`src/rbd_pkg.sv`:
```
// Package for the RGBA box downscaler: payload structs, stage control structs
// and fixed constants. No dependencies.
`default_nettype none

package rbd_pkg;

   // Fixed field and counter widths
   localparam int PIX_W    = 8;
   localparam int PIX_MAX  = 255;
   localparam int NUM_CH   = 4;
   localparam int POS_W    = 13;
   localparam int END_W    = 15;
   localparam int CSR_IDX_W = 1;

   // Register indexes and reset values
   localparam logic [CSR_IDX_W-1:0] CSR_SOURCE_WIDTH  = 1'b0;
   localparam logic [CSR_IDX_W-1:0] CSR_SOURCE_HEIGHT = 1'b1;
   localparam logic [POS_W-1:0]     SIZE_RESET        = 13'd64;

   typedef struct packed {
      logic [PIX_W-1:0] red_in;
      logic [PIX_W-1:0] green_in;
      logic [PIX_W-1:0] blue_in;
      logic [PIX_W-1:0] alpha_in;
   } pixel_type;

   typedef struct packed {
      logic [PIX_W-1:0] red_out;
      logic [PIX_W-1:0] green_out;
      logic [PIX_W-1:0] blue_out;
      logic [PIX_W-1:0] alpha_out;
      logic             frame_end;
   } thumb_type;

   // Control of a block-row segment entering the accumulate stage
   typedef struct packed {
      logic valid;
      logic first_row;
      logic emit;
      logic last;
   } seg_ctl_type;

   // Control of a finished block sum entering the divide stage
   typedef struct packed {
      logic valid;
      logic last;
   } sum_ctl_type;

endpackage

`default_nettype wire

```
`src/rbd_divide.sv`:
```
// Mean computation and result register of the box downscaler: divides each
// block sum by the block area with a reciprocal multiply. Depends on rbd_pkg.
`default_nettype none

module rbd_divide
   import rbd_pkg::*;
#(
   parameter int SCALE_FACTOR = 4,
   localparam int ACC_W = $clog2(SCALE_FACTOR * SCALE_FACTOR * PIX_MAX + 1)
) (
   input  wire logic                           clock,
   input  wire logic                           reset,
   input  wire logic                           advance,
   input  wire sum_ctl_type                    sum_ctl,
   input  wire logic [NUM_CH-1:0][ACC_W-1:0]   sum_data,
   output logic                                rsp_valid,
   output thumb_type                           rsp_data
);

   // floor(x / AREA) == (x * RECIP) >> SHIFT for every x below 2**ACC_W
   localparam int AREA    = SCALE_FACTOR * SCALE_FACTOR;
   localparam int SHIFT   = ACC_W + $clog2(AREA);
   localparam int RECIP   = ((1 << SHIFT) + AREA - 1) / AREA;
   localparam int RECIP_W = $clog2(RECIP + 1);
   localparam int PROD_W  = ACC_W + RECIP_W;

   logic [NUM_CH-1:0][PROD_W-1:0] prod;
   logic [NUM_CH-1:0][PIX_W-1:0]  mean;
   logic                          rsp_valid_ff, rsp_valid_in;
   thumb_type                     rsp_data_ff;

   // Reciprocal multiply, one lane per channel
   always_comb begin
      for (int c = 0; c < NUM_CH; c++) begin
         prod[c] = PROD_W'(sum_data[c]) * PROD_W'(RECIP);
         mean[c] = prod[c][SHIFT +: PIX_W];
      end
   end

   assign rsp_valid_in = advance ? sum_ctl.valid : rsp_valid_ff;

   always_ff @(posedge clock) begin
      if (reset) begin
         rsp_valid_ff <= 1'b0;
      end else begin
         rsp_valid_ff <= rsp_valid_in;
      end
   end

   // Result payload: hold while the receiver stalls
   always_ff @(posedge clock) begin
      if (advance) begin
         rsp_data_ff.red_out   <= mean[0];
         rsp_data_ff.green_out <= mean[1];
         rsp_data_ff.blue_out  <= mean[2];
         rsp_data_ff.alpha_out <= mean[3];
         rsp_data_ff.frame_end <= sum_ctl.last;
      end
   end

   assign rsp_valid = rsp_valid_ff;
   assign rsp_data  = rsp_data_ff;

endmodule

`default_nettype wire

```
`config.mk`:
```
export PLATFORM = sky130hd
export DESIGN_NAME = rbd_divide
export DESIGN_NICKNAME = d
export VERILOG_FILES = /design/src/rbd_pkg.sv /design/src/rbd_divide.sv
export SDC_FILE = /design/constraint.sdc
export NUM_CORES = 1
export LEC_CHECK = 0
export BUFFER_PORTS_ARGS = -buffer_cell sky130_fd_sc_hd__buf_2
export CAP_MARGIN = 40
export CORE_MARGIN = 5
export CORE_UTILIZATION = 30
export CTS_CLUSTER_DIAMETER = 60
export DETAILED_ROUTE_END_ITERATION = 7
export PLACE_DENSITY = 0.72
export RECOVER_POWER = 100
export SYNTH_ARGS = -nofsm -noshare
export SYNTH_HDL_FRONTEND = slang
export SYNTH_SLANG_ARGS = --single-unit
```
`constraint.sdc`:
```
create_clock -name clock -period 1.8 [get_ports clock]
set_clock_uncertainty 0.1 [all_clocks]
set_input_delay 0.36 -clock clock [delete_from_list [all_inputs] [get_ports clock]]
set_output_delay 0.36 -clock clock [all_outputs]
set_load 0.005 [all_outputs]
```
# [Word-level counts from Yosys, hierarchy flattened]
# Cells that the tools add are included.
# Widths: inputs -> output; s select.
[totals] register_bits=34 inputBits=53 output_inout_bits=34 word_cells=6

# [Longest topological paths before layout]
# Gate-level depths: netlist (run 1).
[logic_depth] ltp_word=0 depth_mapped=2 ltp_nobuf=2

# [Worst setup path after synthesis (run 1)]
# Ideal clock, no wire load.
[synth_timing] path_type="flip-flop to output port" from="register rsp_data_ff (netlist bit rsp_data[0])" to="output rsp_data[0] (netlist bit)" arrival_time_ns=0.355 required_time_ns=1.340 slack_ns=0.985 path_stages_with_launch=1 n_path_buf=0 path_cell_list="edfxtp_1"
[synth_rtl] element="from (decl)" line="rbd_divide.sv:30" source="thumb_type rsp_data_ff;"
[synth_rtl] element="to (decl)" line="rbd_divide.sv:17" source="output thumb_type rsp_data"
# No word-level cell between the ends.

==> results of run 1 <==
## cells in the final DEF (no fill, tap or decap), drive strengths merged
master / netlist / layout
buf: 0 / 47
edfxtp: 33 / 33
clkbuf: 0 / 30
clkinv: 0 / 2
mux2i: 1 / 1
nor2: 1 / 1
clkinvlp: 0 / 1
dfxtp: 1 / 1
## cells by family after synthesis
logic type,after synthesis,share of synthesized area (%)
muxes,1,0.977
and+or+nand+nor,1,0.366
DFF,34,98.7
## worst max-delay path, delay by kind of cell
family | cells | cell delay [ns]
buffers and inverters | 2 | 0.85
multiplexers | 1 | 0.27
AND/OR/NAND/NOR | 1 | 0.05
## cell usage after synthesis
master    number  share of area [%]
nor2_1         1               0.37
edfxtp_1      33                 97
dfxtp_1        1                2.0
mux2i_1        1               0.98
## registers in the layout, indices dropped and copies added, names as in the netlist
register   cells
rsp_data      33
rsp_valid      1
## worst paths after layout
kind                            startpoint   endpoint  slack [ns]  depth (start not counted)
worst min register to register   rsp_valid  rsp_valid        0.41                          2
worst max-delay path               advance  rsp_valid        0.39                          4
worst max register to register   rsp_valid  rsp_valid        1.11                          2
worst min-delay path                 reset  rsp_valid        0.09                          2
## report_power, final
| part | leakage (uW) | total, uW | switching (uW) | internal [uW] |
|---|---|---|---|---|
| Combinational | 0.000223 | 114 | 57.1 | 56.4 |
| Sequential | 0.000331 | 950 | 14.5 | 936 |
| Clock | 0.0000286 | 383 | 238 | 145 |
| Total | 0.000583 | 1450 | 310 | 1140 |
## per-stage QoR
step                      setup slack (ns)  hold slack (ns)  power, uW  utilization [%]  area, sq um
after CTS                            0.467           0.0727       1480             45.4         1500
after detailed placement             0.603            0.383       1100             43.7         1450
final                                0.386           0.0904       1450             44.3         1470
after global routing                 0.287           0.0663       1530             44.3         1470
after global placement               0.622            0.372       1090             43.7         1450
after floorplan                      0.985            0.332        981                -         1020
## area by class of cell
cell class              instances  area (sq um)  share of cell area (%)
well taps                      46          57.6                    3.93
repair buffers                 72           329                    22.5
clock buffers                   5          37.5                    2.56
multi-input cells               2          13.8                   0.939
clock inverters                 3          16.3                    1.11
flip-flops and latches         34          1010                    69.0
## layer usage
layer  vias up  wire length, microns  share of wire [%]
met1       299                   703                 32
li1        303                     -                  -
met5         -                     0                  0
met3         5                   356                 16
met2        47                  1080                 50
met4         0                    35                1.6
==> results.md, run 1 <==
- Status: finished, final reports clean
- Clk sinks: 34
- TNS Setup: 0 ns
- Min Clock Period, post-route: 1.41 ns
- Filler cell count: 339
- Final nets: 168
- Io pins: 87
- Setup violations, final: 0
- Core ar.: ~3300 sq um
- Distinct cells, synth: 4
- Post-synthesis sequential area ratio: 98.7%
- First-pass GRT wire length: 3.11 mm
- Final wirelength: 2.18 mm
- Crit path launch type: primary input
- Placed cells: 154
- Post-Synthesis Cells: 36
- Layout Area Growth over Synthesis: 43.0%
- Die Ht: 68.4 microns
- GRT Resource Usage Total: about 10%
- GRT busiest layer: met2
- Crit Path Category: primary input to flip-flop
- Slowest stage cell, crit path: clkbuf_1
- Peak VDD IR: about 0.45 mV
- Final Non-Filler Cells: 162
- Yosys reg bits: 34
- Req. time, crit path: between 1.5 and 2 ns
- Vias in the first global route: 691
- Via count: 654
- P per Cell Area: 988 nW/um^2
- GR Util met2: between 10% and 20%
- Post-DR vias/cell: 4.04
- CTS Buf Count: 5
- Die boundary width: slightly below 70 microns
- Postcts setup bufs: 0
- Worst min path class: primary input to flip-flop
- Largest net degree at the start of global routing: 21
- Buffer depth of the longest clock path: 2
- Initial antenna violation count: 0
- Ant diodes: 0
- Share of layout cells above drive strength 1: a little under half
- Relative slew slack: 30.3%
- Kind of end point of the critical path: flip-flop
- Syn Std Cell Area: 1020 sq um
- Mean area per synthesized cell: 28.5 sq um
- Worst stage delay on the critical path: 0.77 ns
- Cts repair resizes: 0
- Leakage power: 0.000583 uW
- Mapped Nets: 89
- I/O Buffers: 70
- Final Hold Vio Count: 0
- Final ANT Viol Nets: 0
- Drt drc: 0
- Max-cap violations: 0
- CTS tree: built
- Final Slew Violations: 0
- Worst-path fanout max: 20
- Fin crit share: 78.6%
- H-tree levels: 2
- DR iter-0 viols: 33
- Hold buffer count at CTS: 0
- Routed len/inst: 13.5 microns
- Fmax: 707 MHz
- CP Cell Sequence: buf_2 > clkbuf_1 > mux2i_1 > nor2_1
- Clk_lat worst skew: 0.32 ns
- Yosys warns: 0
- Worst slew pin tran: 1.05 ns
- DIE AREA: 4680 sq um
- Num rows: 21
- Met3 Use GR: 6.08%
- DRT Pass-1 Iters: 3
- RSZ-0062 raised after global routing: false
- Initial Utilization: 31.0%
- Clk slew on worst S/H paths: 0.10 ns
- Root buf cell: clkbuf_4
- Crit path DAT: 1.54 ns
- Grt ovf: 0
- Met1 Use GR: 9.18%
- Final GP Congestion: 0.667
(Power assumes the default switching activity.)
==> inputs of run 2 (changes only) <==
Settings changed: PLACE_DENSITY 0.72 to 0.75.
Clock period 1.8 ns to 1.2 ns, I/O delays scaled along.
==> results.md, run 2 (synthesis results as in run 1) <==
- Area occupied by multi-input gates: 13.8 sq um (unchanged)
- Vias in the first global route: 830 (was 691)
- Most frequent cells in the layout: buf_2 (68), dlygate4sd3_1 (34), edfxtp_1 (33) (was buf_2 (47), edfxtp_1 (33), clkbuf_1 (25))
- Worst slew pin tran: 0.590 ns (was 1.05 ns)
- CTS tree: built (unchanged)
- Peak VDD IR: 0.716 mV (was 0.452 mV)
- Critical Path Stages: 1 (was 4)
- Postcts setup bufs: 0 (unchanged)
- Design Area, Final: 1860 sq um (was 1470 sq um)
- Fmax: 840 MHz
- Fin crit share: 99.3%
- Post-place instance area: 1480 sq um (was 1450 sq um)
- Share of layout cells above drive strength 1: 51.7% (was 46.6%)
- Clk sinks: 34 (unchanged)
- Post-DR vias/cell: 3.91 (was 4.04)
- Worst-path fanout max: 1 (was 20)
- Worst Hold Depth: 3 (was 2)
- Met3 Use GR: 6.57% (was 6.08%)
- Req. time, crit path: 0.86 ns (was 1.92 ns)
- Max-cap violations: 0 (unchanged)
- Final GP Congestion: 0.686 (was 0.667)
- Sw Pwr: 487 uW (was 310 uW)
- Largest delay share family, worst path: flip-flops (was buffers and inverters)
- Die Ht: 68.4 microns (unchanged)
- Reg2Reg Depth: 2 (unchanged)
- Worst reg2reg setup slack: 0.48 ns (was 1.11 ns)
- RSZ-0062 raised after global routing: true (was false)
- Int Pwr: 2010 uW (was 1140 uW)
- Switch share: 19.5% (was 21.4%)
- Initial antenna violation count: 0 (unchanged)
- Relative slew slack: 60.7% (was 30.3%)
- GR Util met2: 21.1% (was 15.9%)
- Io pins: 87 (unchanged)
- Setup violations, final: 0 (unchanged)
- Crit Path Category: flip-flop to output port (was primary input to flip-flop)
- Met1 Use GR: 9.44% (was 9.18%)
- GRT Resource Usage Total: 11.4% (was 9.83%)
- Final ANT Viol Nets: 0 (unchanged)
- Crit path DAT: 0.85 ns (was 1.54 ns)
- Layout Area Growth over Synthesis: 81.7% (was 43.0%)
- First-pass GRT wire length: 3.66 mm (was 3.11 mm)
- Status: finished, final reports clean (unchanged)
- Routed len/inst: 12.5 microns (was 13.5 microns)
- CTS Buf Count: 5 (unchanged)
- Num rows: 21 (unchanged)
- Utilization after layout: 56.2% (was 44.3%)
- Commonest non-fill, non-tap cell in the layout: buf_2 (unchanged)
- Seq pwr share: 57.1% (was 65.7%)
- Filler cell count: 294 (was 339)
- TNS Setup: 0 ns (unchanged)
- Clock power share: 32.0% (was 26.5%)
- Root buf cell: clkbuf_4 (unchanged)
- Clk slew on worst S/H paths: 0.10 ns (about the same)
- Grt ovf: 0 (unchanged)
- I/O Buffers: 70 (unchanged)
- Drt drc: 0 (unchanged)
- Leakage power: 0.000803 uW (was 0.000583 uW)
- Kind of end point of the critical path: output port (was flip-flop)
- Final Slew Violations: 0 (unchanged)
- Storage cell area: 1010 sq um (about the same)
- Largest net degree at the start of global routing: 18 (was 21)
- Ant diodes: 0 (unchanged)
- Worst path buffer plus inverter count: 1 (was 2)
- CP Cell Sequence: buf_2 (was buf_2 > clkbuf_1 > mux2i_1 > nor2_1)
- P per Cell Area: 1340 nW/um^2 (was 988 nW/um^2)
- Slowest stage cell, crit path: edfxtp_1 (was clkbuf_1)
- Worst stage delay on the critical path: 0.38 ns (was 0.77 ns)
- Min Clock Period, post-route: between 1 and 1.5 ns
- Final nets: 203 (was 168)
- DIE AREA: 4680 sq um (unchanged)
- Final wirelength: 2.46 mm (was 2.18 mm)
- Worst min path class: primary input to flip-flop (unchanged)
- Crit path launch type: flip-flop (was primary input)
- DRT Pass-1 Iters: 2 (was 3)
- Comb power frac: 10.9% (was 7.8%)
- Buffer depth of the longest clock path: 2 (unchanged)
- Final Hold Vio Count: 0 (unchanged)
- GRT busiest layer: met2 (unchanged)
- Core ar.: 3310 sq um (unchanged)
- H-tree levels: 2 (unchanged)
- DR iter-0 viols: 21 (was 33)
- Clk_lat worst skew: 0.33 ns (was 0.32 ns)
- Via count: 771 (was 654)
- Max FFs per register: 33 (unchanged)
- Initial Utilization: 31.0% (unchanged)
- Die boundary width: 68.4 microns (unchanged)
==> run 2: cell types whose count changed in the layout (fill, tap and decap cells not counted), sizes merged <==
cell / previous run / this run
dlygate4sd3: 0 / 34
buf: 47 / 68
clkbuf: 30 / 10
bufinv: 0 / 1
clkinvlp: 1 / 0
==> run 2: layer usage <==
metal	part of all wire, %	wire length (microns)
met2	54	1320
met5	0	0
met3	12	300
met4	1.8	44
met1	32	796
==> run 2: repair_timing <==
action / 4_1_cts / 5_1_grt
setup endpoints to repair: 10 / 34
hold buffers: 34 / 0
gates resized for setup: 0 / 1
hold endpoints to repair: 34 / 0
==> run 2: layout make-up <==
type | instances | area share [%]
clock buffer | 5 | 2.02
clock inverter | 3 | 2.15
multi-input combinational | 2 | 0.739
sequential | 34 | 54.4
tap | 46 | 3.09
timing repair buffer | 107 | 37.6
==> run 2: path summary, 6_finish.rpt <==
kind,startpoint,to
max,rsp_data[4],rsp_data[4]
min,sum_ctl[1],rsp_valid
max reg2reg,rsp_valid,rsp_valid
min reg2reg,rsp_valid,rsp_valid
==> run 2: per-stage QoR <==
step | std cells | total power (uW) | hold WS (ns) | worst slack, ns
floorplan | 36 | 1470 | 0.212 | 0.505
global placement | 155 | 1650 | 0.297 | 0.209
detailed placement | 155 | 1660 | 0.298 | 0.177
CTS | 197 | 2540 | 0.0373 | -0.0198
global route | 197 | 2620 | 0.0634 | -0.0586
finish | 197 | 2490 | 0.0861 | 0.00886
==> run 2: power by group through the flow <==
stage                     combinational, uW  clock, uW  sequential [uW]
after floorplan                        2.82          0             1470
after global placement                  201          0             1450
after detailed placement                205          0             1450
after CTS                               291        830             1420
after global routing                    298        885             1430
final                                   272        798             1420
