===== config.mk =====
export PLATFORM = sky130hd
export DESIGN_NAME = rbd_track
export DESIGN_NICKNAME = d
export VERILOG_FILES = /design/src/rbd_pkg.sv /design/src/rbd_track.sv
export SDC_FILE = /design/constraint.sdc
export NUM_CORES = 1
export LEC_CHECK = 0
export ABC_CLOCK_PERIOD_IN_PS = 3470
export BUFFER_PORTS_ARGS = -buffer_cell sky130_fd_sc_hd__buf_2
export CAP_MARGIN = 0
export CORE_MARGIN = 1.5
export CORE_UTILIZATION = 40
export CTS_BUF_LIST = sky130_fd_sc_hd__clkbuf_16
export DETAILED_ROUTE_END_ITERATION = 10
export GPL_ROUTABILITY_DRIVEN = 0
export SLEW_MARGIN = 10
export SYNTH_ARGS = -nofsm -noshare
export SYNTH_HDL_FRONTEND = slang
export SYNTH_SLANG_ARGS = --single-unit
export TNS_END_PERCENT = 100

===== constraint.sdc =====
create_clock -name clock -period 3.47 [get_ports clock]
set_clock_uncertainty 0.2 [all_clocks]
set_input_delay 0.1735 -clock clock [delete_from_list [all_inputs] [get_ports clock]]
set_output_delay 0.1735 -clock clock [all_outputs]
set_load 0.02 [all_outputs]

===== src/rbd_pkg.sv =====
// Package for the RGBA box downscaler: payload structs, stage control structs
// and fixed constants. No dependencies.
`default_nettype none

package rbd_pkg;

   // Fixed field and counter widths
   localparam int PIX_W    = 8;
   localparam int PIX_MAX  = 255;
   localparam int NUM_CH   = 4;
   localparam int POS_W    = 13;
   localparam int END_W    = 15;
   localparam int CSR_IDX_W = 1;

   // Register indexes and reset values
   localparam logic [CSR_IDX_W-1:0] CSR_SOURCE_WIDTH  = 1'b0;
   localparam logic [CSR_IDX_W-1:0] CSR_SOURCE_HEIGHT = 1'b1;
   localparam logic [POS_W-1:0]     SIZE_RESET        = 13'd64;

   typedef struct packed {
      logic [PIX_W-1:0] red_in;
      logic [PIX_W-1:0] green_in;
      logic [PIX_W-1:0] blue_in;
      logic [PIX_W-1:0] alpha_in;
   } pixel_type;

   typedef struct packed {
      logic [PIX_W-1:0] red_out;
      logic [PIX_W-1:0] green_out;
      logic [PIX_W-1:0] blue_out;
      logic [PIX_W-1:0] alpha_out;
      logic             frame_end;
   } thumb_type;

   // Control of a block-row segment entering the accumulate stage
   typedef struct packed {
      logic valid;
      logic first_row;
      logic emit;
      logic last;
   } seg_ctl_type;

   // Control of a finished block sum entering the divide stage
   typedef struct packed {
      logic valid;
      logic last;
   } sum_ctl_type;

endpackage

`default_nettype wire


===== src/rbd_track.sv =====
// Position tracking, configuration registers and horizontal sums of the
// box downscaler. Depends on rbd_pkg.
`default_nettype none

module rbd_track
   import rbd_pkg::*;
#(
   parameter int SCALE_FACTOR     = 4,
   parameter int MAX_SOURCE_WIDTH = 4096,
   localparam int SUB_W  = $clog2(SCALE_FACTOR),
   localparam int ADDR_W = $clog2(MAX_SOURCE_WIDTH / SCALE_FACTOR),
   localparam int HSUM_W = $clog2(SCALE_FACTOR * PIX_MAX + 1)
) (
   input  wire logic                           clock,
   input  wire logic                           reset,
   input  wire logic                           csr_write,
   input  wire logic [CSR_IDX_W-1:0]           csr_index,
   input  wire logic [POS_W-1:0]               csr_data,
   input  wire logic                           accept,
   input  wire logic                           advance,
   input  wire pixel_type                      pixel,
   output logic                                rd_en,
   output logic [ADDR_W-1:0]                   rd_addr,
   output seg_ctl_type                         seg_ctl,
   output logic [ADDR_W-1:0]                   seg_addr,
   output logic [NUM_CH-1:0][HSUM_W-1:0]       seg_hsum
);

   localparam logic [SUB_W-1:0] SUB_LAST = SUB_W'(SCALE_FACTOR - 1);
   localparam logic [END_W-1:0] STEP     = END_W'(SCALE_FACTOR);
   localparam logic [END_W-1:0] MAX_COLS = END_W'(MAX_SOURCE_WIDTH);

   logic [POS_W-1:0] width_ff, width_in, height_ff, height_in;
   logic [POS_W-1:0] col_ff, col_in, row_ff, row_in, bx_ff, bx_in;
   logic [SUB_W-1:0] subx_ff, subx_in, suby_ff, suby_in;
   logic [END_W-1:0] xend_ff, xend_in, yend_ff, yend_in;
   logic [NUM_CH-1:0][HSUM_W-1:0] hsum_ff, hsum_in;
   seg_ctl_type      seg_ctl_ff, seg_ctl_in;
   logic [ADDR_W-1:0] seg_addr_ff;
   logic [NUM_CH-1:0][HSUM_W-1:0] seg_hsum_ff;

   logic [POS_W-1:0] width_eff, height_eff;
   logic [END_W-1:0] xlimit, w_ext, h_ext;
   logic             col_wrap, row_wrap, in_block, seg_end, last_block;
   logic [NUM_CH-1:0][PIX_W-1:0] px;

   // Configuration writes
   always_comb begin
      width_in  = width_ff;
      height_in = height_ff;
      if (csr_write) begin
         case (csr_index)
            CSR_SOURCE_WIDTH:  width_in  = csr_data;
            CSR_SOURCE_HEIGHT: height_in = csr_data;
            default: ;
         endcase
      end
   end

   // Zero size acts as one; line memory caps the usable columns
   always_comb begin
      width_eff  = (width_ff == '0) ? POS_W'(1) : width_ff;
      height_eff = (height_ff == '0) ? POS_W'(1) : height_ff;
      w_ext      = END_W'(width_eff);
      h_ext      = END_W'(height_eff);
      xlimit     = (w_ext < MAX_COLS) ? w_ext : MAX_COLS;
   end

   // Block membership and end-of-frame block
   always_comb begin
      in_block   = (xend_ff <= xlimit) && (yend_ff <= h_ext);
      seg_end    = in_block && (subx_ff == SUB_LAST);
      last_block = ((xend_ff + STEP) > xlimit) && ((yend_ff + STEP) > h_ext);
      col_wrap   = (END_W'(col_ff) + END_W'(1)) >= w_ext;
      row_wrap   = (END_W'(row_ff) + END_W'(1)) >= h_ext;
   end

   // Advance the raster position and block counters
   always_comb begin
      col_in  = col_ff;
      subx_in = subx_ff;
      bx_in   = bx_ff;
      xend_in = xend_ff;
      row_in  = row_ff;
      suby_in = suby_ff;
      yend_in = yend_ff;
      if (accept) begin
         if (col_wrap) begin
            col_in  = '0;
            subx_in = '0;
            bx_in   = '0;
            xend_in = STEP;
            if (row_wrap) begin
               row_in  = '0;
               suby_in = '0;
               yend_in = STEP;
            end else begin
               row_in = row_ff + POS_W'(1);
               if (suby_ff == SUB_LAST) begin
                  suby_in = '0;
                  yend_in = yend_ff + STEP;
               end else begin
                  suby_in = suby_ff + SUB_W'(1);
               end
            end
         end else begin
            col_in = col_ff + POS_W'(1);
            if (subx_ff == SUB_LAST) begin
               subx_in = '0;
               bx_in   = bx_ff + POS_W'(1);
               xend_in = xend_ff + STEP;
            end else begin
               subx_in = subx_ff + SUB_W'(1);
            end
         end
      end
   end

   // Horizontal running sums over the current block segment
   assign px[0] = pixel.red_in;
   assign px[1] = pixel.green_in;
   assign px[2] = pixel.blue_in;
   assign px[3] = pixel.alpha_in;

   always_comb begin
      hsum_in = hsum_ff;
      if (accept && in_block) begin
         for (int c = 0; c < NUM_CH; c++) begin
            hsum_in[c] = (subx_ff == '0) ? HSUM_W'(px[c])
                                         : hsum_ff[c] + HSUM_W'(px[c]);
         end
      end
   end

   // Segment control for the accumulate stage
   always_comb begin
      seg_ctl_in           = seg_ctl_ff;
      if (advance) begin
         seg_ctl_in.valid     = accept && seg_end;
         seg_ctl_in.first_row = (suby_ff == '0);
         seg_ctl_in.emit      = (suby_ff == SUB_LAST);
         seg_ctl_in.last      = last_block;
      end
   end

   assign rd_en   = accept && seg_end && (suby_ff != '0);
   assign rd_addr = bx_ff[ADDR_W-1:0];

   always_ff @(posedge clock) begin
      if (reset) begin
         width_ff   <= SIZE_RESET;
         height_ff  <= SIZE_RESET;
         col_ff     <= '0;
         row_ff     <= '0;
         bx_ff      <= '0;
         subx_ff    <= '0;
         suby_ff    <= '0;
         xend_ff    <= STEP;
         yend_ff    <= STEP;
         hsum_ff    <= '0;
         seg_ctl_ff <= '0;
      end else begin
         width_ff   <= width_in;
         height_ff  <= height_in;
         col_ff     <= col_in;
         row_ff     <= row_in;
         bx_ff      <= bx_in;
         subx_ff    <= subx_in;
         suby_ff    <= suby_in;
         xend_ff    <= xend_in;
         yend_ff    <= yend_in;
         hsum_ff    <= hsum_in;
         seg_ctl_ff <= seg_ctl_in;
      end
   end

   // Segment payload: hold while the pipeline is stalled
   always_ff @(posedge clock) begin
      if (advance) begin
         seg_addr_ff <= bx_ff[ADDR_W-1:0];
         seg_hsum_ff <= hsum_in;
      end
   end

   assign seg_ctl  = seg_ctl_ff;
   assign seg_addr = seg_addr_ff;
   assign seg_hsum = seg_hsum_ff;

endmodule

`default_nettype wire


# [Word-level counts from Yosys, hierarchy flattened]
# Cells that the tools add are included.
[classes] addsub=13 order_cmp=7 eq_ne=2 n_mux=20 bitwise=1 reduce_logical=18
[ops] operator="$mux W13" count=7
[ops] operator="$mux W15" count=4
[ops] operator="$add A10 B8 Y10" count=4
[ops] operator="$mux W10" count=4
[ops] operator="$mux W40" count=1
[ops] operator="$add A13 B1 Y13 const B" count=3
[ops] operator="$add A15 B3 Y15 const B" count=2
[ops] operator="$gt A15 B13 Y1" count=2
[ops] operator="$le A15 B13 Y1" count=2
[ops] operator="$add A13 B1 Y14 const B" count=2
[ops] operator="$ge A14 B13 Y1" count=2
[ops] operator="$logic_not A13 Y1" count=2
[ops] operator="$lt A13 B13 Y1 const B" count=1
[ops] operator="$mux W2" count=4
[ops] operator="$reduce_and A2 Y1" count=4
[ops] operator="$logic_and A1 B1 Y1" count=6
[ops] operator="$reduce_bool A2 Y1" count=3
[ops] operator="$add A2 B1 Y2 const B" count=2
[ops] operator="$eq A2 B2 Y1 const B" count=2
[ops] operator="$logic_not A2 Y1" count=2
[ops] operator="$reduce_and A3 Y1" count=1
[ops] operator="$not A1 Y1" count=1
[word_totals] register_bits=193 input_bits=51 output_inout_bits=65 word_cells=83

# [Depth between registers and ports, before layout]
[depth] ltp_word=9 depth_mapped=18 ltp_nobuf=15

# [Worst setup path before layout]
# Ideal clock, no wire load.
[synth_timing] path_kind="register to register" from="register col_ff[0]" to="register bx_ff[3]" t_arrival_ns=3.266 required_ns=3.142 slack_ns=-0.123 path_stages_with_launch=17 path_buffers=3 path_cell_list="dfxtp_1 -> ha_1 -> and3_1 -> clkbuf_1 -> nand2_1 -> or2_1 -> clkbuf_1 -> nor2_1 -> xor2_1 -> ha_1 -> and3_1 -> a221o_1 -> a21oi_1 -> clkbuf_1 -> a21oi_1 -> xnor2_1 -> nor2_1"
[synth_between] elab_chain_cells=4
[synth_lines] item="from (decl)" line_no="rbd_track.sv:34" text="logic [POS_W-1:0] col_ff, col_in, row_ff, row_in, bx_ff, bx_in;"
[synth_lines] item="from (signal assigned)" line_no="rbd_track.sv:165" text="col_ff <= col_in;"
[synth_lines] item="$add A13 B1 Y14 (*)" line_no="rbd_track.sv:74" text="col_wrap = (END_W'(col_ff) + END_W'(1)) >= w_ext;"
[synth_lines] item="$ge A14 B13 Y1 (*)" line_no="rbd_track.sv:74"
[synth_lines] item="$reduce_bool A2 Y1 (no line)"
[synth_lines] item="$reduce_and A2 Y1 (no line)"
[synth_lines] item="to (signal assigned)" line_no="rbd_track.sv:167" text="bx_ff <= bx_in;"
[synth_lines] item="to (decl)" line_no="rbd_track.sv:34"
# Mark *: on every way between the ends. The rest lies on a longest branch, timed or not.
# A chain may end at the register's enable or synchronous reset.

# [Final worst setup path]
[layout_timing] from="register row_ff[0]" to="register row_ff[4]"
[layout_between] elab_chain_cells=3
[layout_lines] item="from (decl)" line_no="rbd_track.sv:34"
[layout_lines] item="from (signal assigned)" line_no="rbd_track.sv:166" text="row_ff <= row_in;"
[layout_lines] item="$add A13 B1 Y14" line_no="rbd_track.sv:75" text="row_wrap = (END_W'(row_ff) + END_W'(1)) >= h_ext;"
[layout_lines] item="$ge A14 B13 Y1" line_no="rbd_track.sv:75"
[layout_lines] item="$mux W13 (*)" line_no="rbd_track.sv:93" text="if (row_wrap) begin"
# Marked as above.

==> impl_metrics.toml <==
[sta]
setup_slack_ps = 77.8
worstMarginPinSlew_ps = 994
period_needed_ps = 3390
max_freq_mhz = 295
post-route-period-util_pct = 97.8
finalHoldViolCount = 0
maxSlewHeadroom_pct = 33.8
slew_violations = 0
finalSetupViolCount = 0

[die]
dieArea_mm2 = 0.0295
die_x_um = 172
die_h_um = 172
start_util_pct = 40.8
num_rows = 61
core_mm2 = 0.0279
ios = 116

[place]
portBuffers = 115
place_hpwl_um = 21100
pre_cts_ws_ps = -201
dp_cells = 1781

[hold_path]
hold_class = "in -> reg"
whs_path_depth = 4

[synth]
async_flop_share_pct = 0
ys_ff_latch = 186
postSynthCellCount = 1286
synth_fp_nets = 1452
yosysSeqAreaShare_pct = 37.1
syn-cell-area_mm2 = 0.0114
synth_ff_type = "dfxtp_1"
yosys_warnings = 0
yosys.area.top_type = "dfxtp_1"
syn_avg_cell_area_um2 = 8.84
synth_cell_type_count = 74
synth.most_common_cell = "nand2_1"
synth_commonest_cells = "nand2_1 (163), dfxtp_1 (136), a21oi_1 (117)"
synth_edf_count = 50
synth_top_area_share_pct = 23.9
yosys-top-cells-area = "dfxtp_1 (24%), edfxtp_1 (13%), ha_1 (12%)"

[power_and_ir_drop]
vdd_drop_max_uv = 332
seq_power_share_pct = 42.1
intPower_uw = 4100
p_clk_share_pct = 35.4
switching_share_pct = 30.5
comb_power_share_pct = 22.5
power_density_mw_per_mm2 = 417
p_switching_uw = 1790
leakagePower_uw = 0.00612

[grt]
gr-total-overflow = 0
grt_pass1_wl_um = 47600
grt_pass1_vias = 9513
antenna_found_initial = 0
grt_use_total_pct = 20.4
grt_max_degree = 55

[worst_setup_path]
crit_path_end_kind = "register"
worstSetupPathType = "reg -> reg"
required_ps = 3630
slowest_stage = "or3b_4"
cp_cell_sequence = "ha_1, and3_1, and3_4, nand3_4, nor2_4, xor2_2, ha_1, and3_1, a211o_1, a21oi_4, nand3_4, or3b_4, a21oi_1"
r2r_cells = 13
cpPeakStageDelay_ps = 430
cp_max_fo = 8
startpoint_type = "register"
worst_ep_arrival_time_ps = 3560

[drt]
drt_iter0_drc = 567
drt-total-wl_um = 29800
drc = 0
wl_per_cell_um = 15.9
dr.pass1.iters = 5
ant_nets = 0
vias_per_cell = 5.33
num_vias = 9987

[flow_run]
maxCapViolCount = 0

[cts]
cts_buffers = 17
tritoncts = "done"
clk_pin_slew_ps = 70
clock_path_buffers = 2
clk_latency_ps = 440
cts-root-buf = "clkbuf_16"
cts_max_level = 4
cts.sinks = 186

[layout]
nets = 1650
fillers = 2631
num_antenna_cells = 0
layout-drive-gt1-share_pct = 20.2
area_growth_pct = 24.2
instances_no_fill = 1875

[run_status]
status = "completed"
-- power by group through the flow --
stage / Clock, µW / Combinational [µW] / Sequential [µW]
3_3_place_gp: 0 / 1240 / 2530
5_1_grt: 2210 / 1480 / 2500
6_report: 2090 / 1320 / 2480
4_1_cts: 2130 / 1320 / 2480
2_1_floorplan: 0 / 827 / 2610
3_5_place_dp: 0 / 1270 / 2530
-- final cells by class --
cell class | count | area (µm²) | area share, %
inverters | 55 | 206 | 1.46
clock inverters | 15 | 203 | 1.44
well taps | 378 | 473 | 3.35
multi-input cells | 989 | 6910 | 49.0
flip-flops and latches | 186 | 4230 | 30.0
clock buffers | 17 | 425 | 3.01
repair buffers | 235 | 1670 | 11.8
-- critical path: cells and delay by family (launching register included) --
kind / cells / cell delay, ps
adder cells (fa/ha/maj): 2 / 430
flip-flops: 1 / 360
AO/OA/AOI/OAI: 3 / 690
AND/OR/NAND/NOR: 7 / 1450
XOR/XNOR: 1 / 180
-- registers in the layout, indices dropped and copies added (netlist names) --
signal	count
yend_ff	13
height_ff	13
bx_ff	10
row_ff	13
col_ff	13
suby_ff	2
seg_ctl	4
xend_ff	13
seg_hsum	40
hsum_ff	40
seg_addr	10
subx_ff	2
width_ff	13
-- metal layers --
metal  up-vias  track usage (%)  wire length, µm
met5         -                0                0
met4         0             4.69              316
met3        23             2.58             1200
met2       208             34.6            13800
met1      4720             27.6            14600
li1       5036                -                -
-- timing repair --
action | CTS | global route
hold buffers | 45 | 0
gates resized for setup | 14 | 36
setup endpoints to repair | 22 | 55
setup buffers | 8 | 9
endpoints found under the hold margin | 65 | 0
pin swaps | 3 | 13
-- worst paths after layout --
path	startpoint	endpoint	slack, ps
worst max-delay path	row_ff[0]$_SDFFE_PP0P_	row_ff[4]$_SDFFE_PP0P_	80
worst min-delay path	csr_index	width_ff[2]$_SDFFE_PP0P_	20
worst max register to register	row_ff[0]$_SDFFE_PP0P_	row_ff[4]$_SDFFE_PP0P_	80
worst min register to register	seg_ctl[3]$_SDFFE_PP0P_	seg_ctl[3]$_SDFFE_PP0P_	270
-- placed cells by master (no fill, tap or decap), types with 9 or more instances in the layout --
cell type,synthesis,final
nand2_1,163,163
dfxtp_1,136,129
a21oi_1,117,115
buf_2,5,115
ha_1,111,110
o21ai_0,75,75
buf_4,0,66
nor2_1,73,65
nand3_1,66,63
inv_1,53,52
edfxtp_1,50,50
dlygate4sd3_1,0,45
xor2_1,37,33
xnor2_1,33,29
and2_1,25,25
a21o_1,22,22
nor3_1,24,21
mux2_4,20,20
a211oi_1,17,17
clkbuf_16,0,17
nand4_1,15,15
nand3b_1,15,15
a31oi_1,13,13
and3_1,12,11
nor4_1,12,11
or3_1,10,10
nor2b_1,9,9
-- cells by family after synthesis --
family	after synthesis	synth area share [%]
compound gates	319	17.6
simple gates	456	19.5
fa+ha+maj	115	12.9
xor+xnor	70	5.39
mux	29	3.44
buf+inv	111	3.99
flops	186	37.1
-- metrics by stage --
stage | TNS (ps) | total power (µW) | area (µm²) | hold WS (ps) | util [%]
2_1_floorplan | -54.0 | 3430 | 11400 | 86.0 | -
3_3_place_gp | -517 | 3770 | 12700 | 236 | 45.6
3_5_place_dp | -893 | 3800 | 12700 | 235 | 45.6
4_1_cts | -10.9 | 5940 | 13900 | 0.335 | 49.9
5_1_grt | -346 | 6190 | 14100 | 40.6 | 50.7
6_report | 0 | 5890 | 14100 | 16.6 | 50.7
Note: power is estimated with default switching activity, not from simulation.
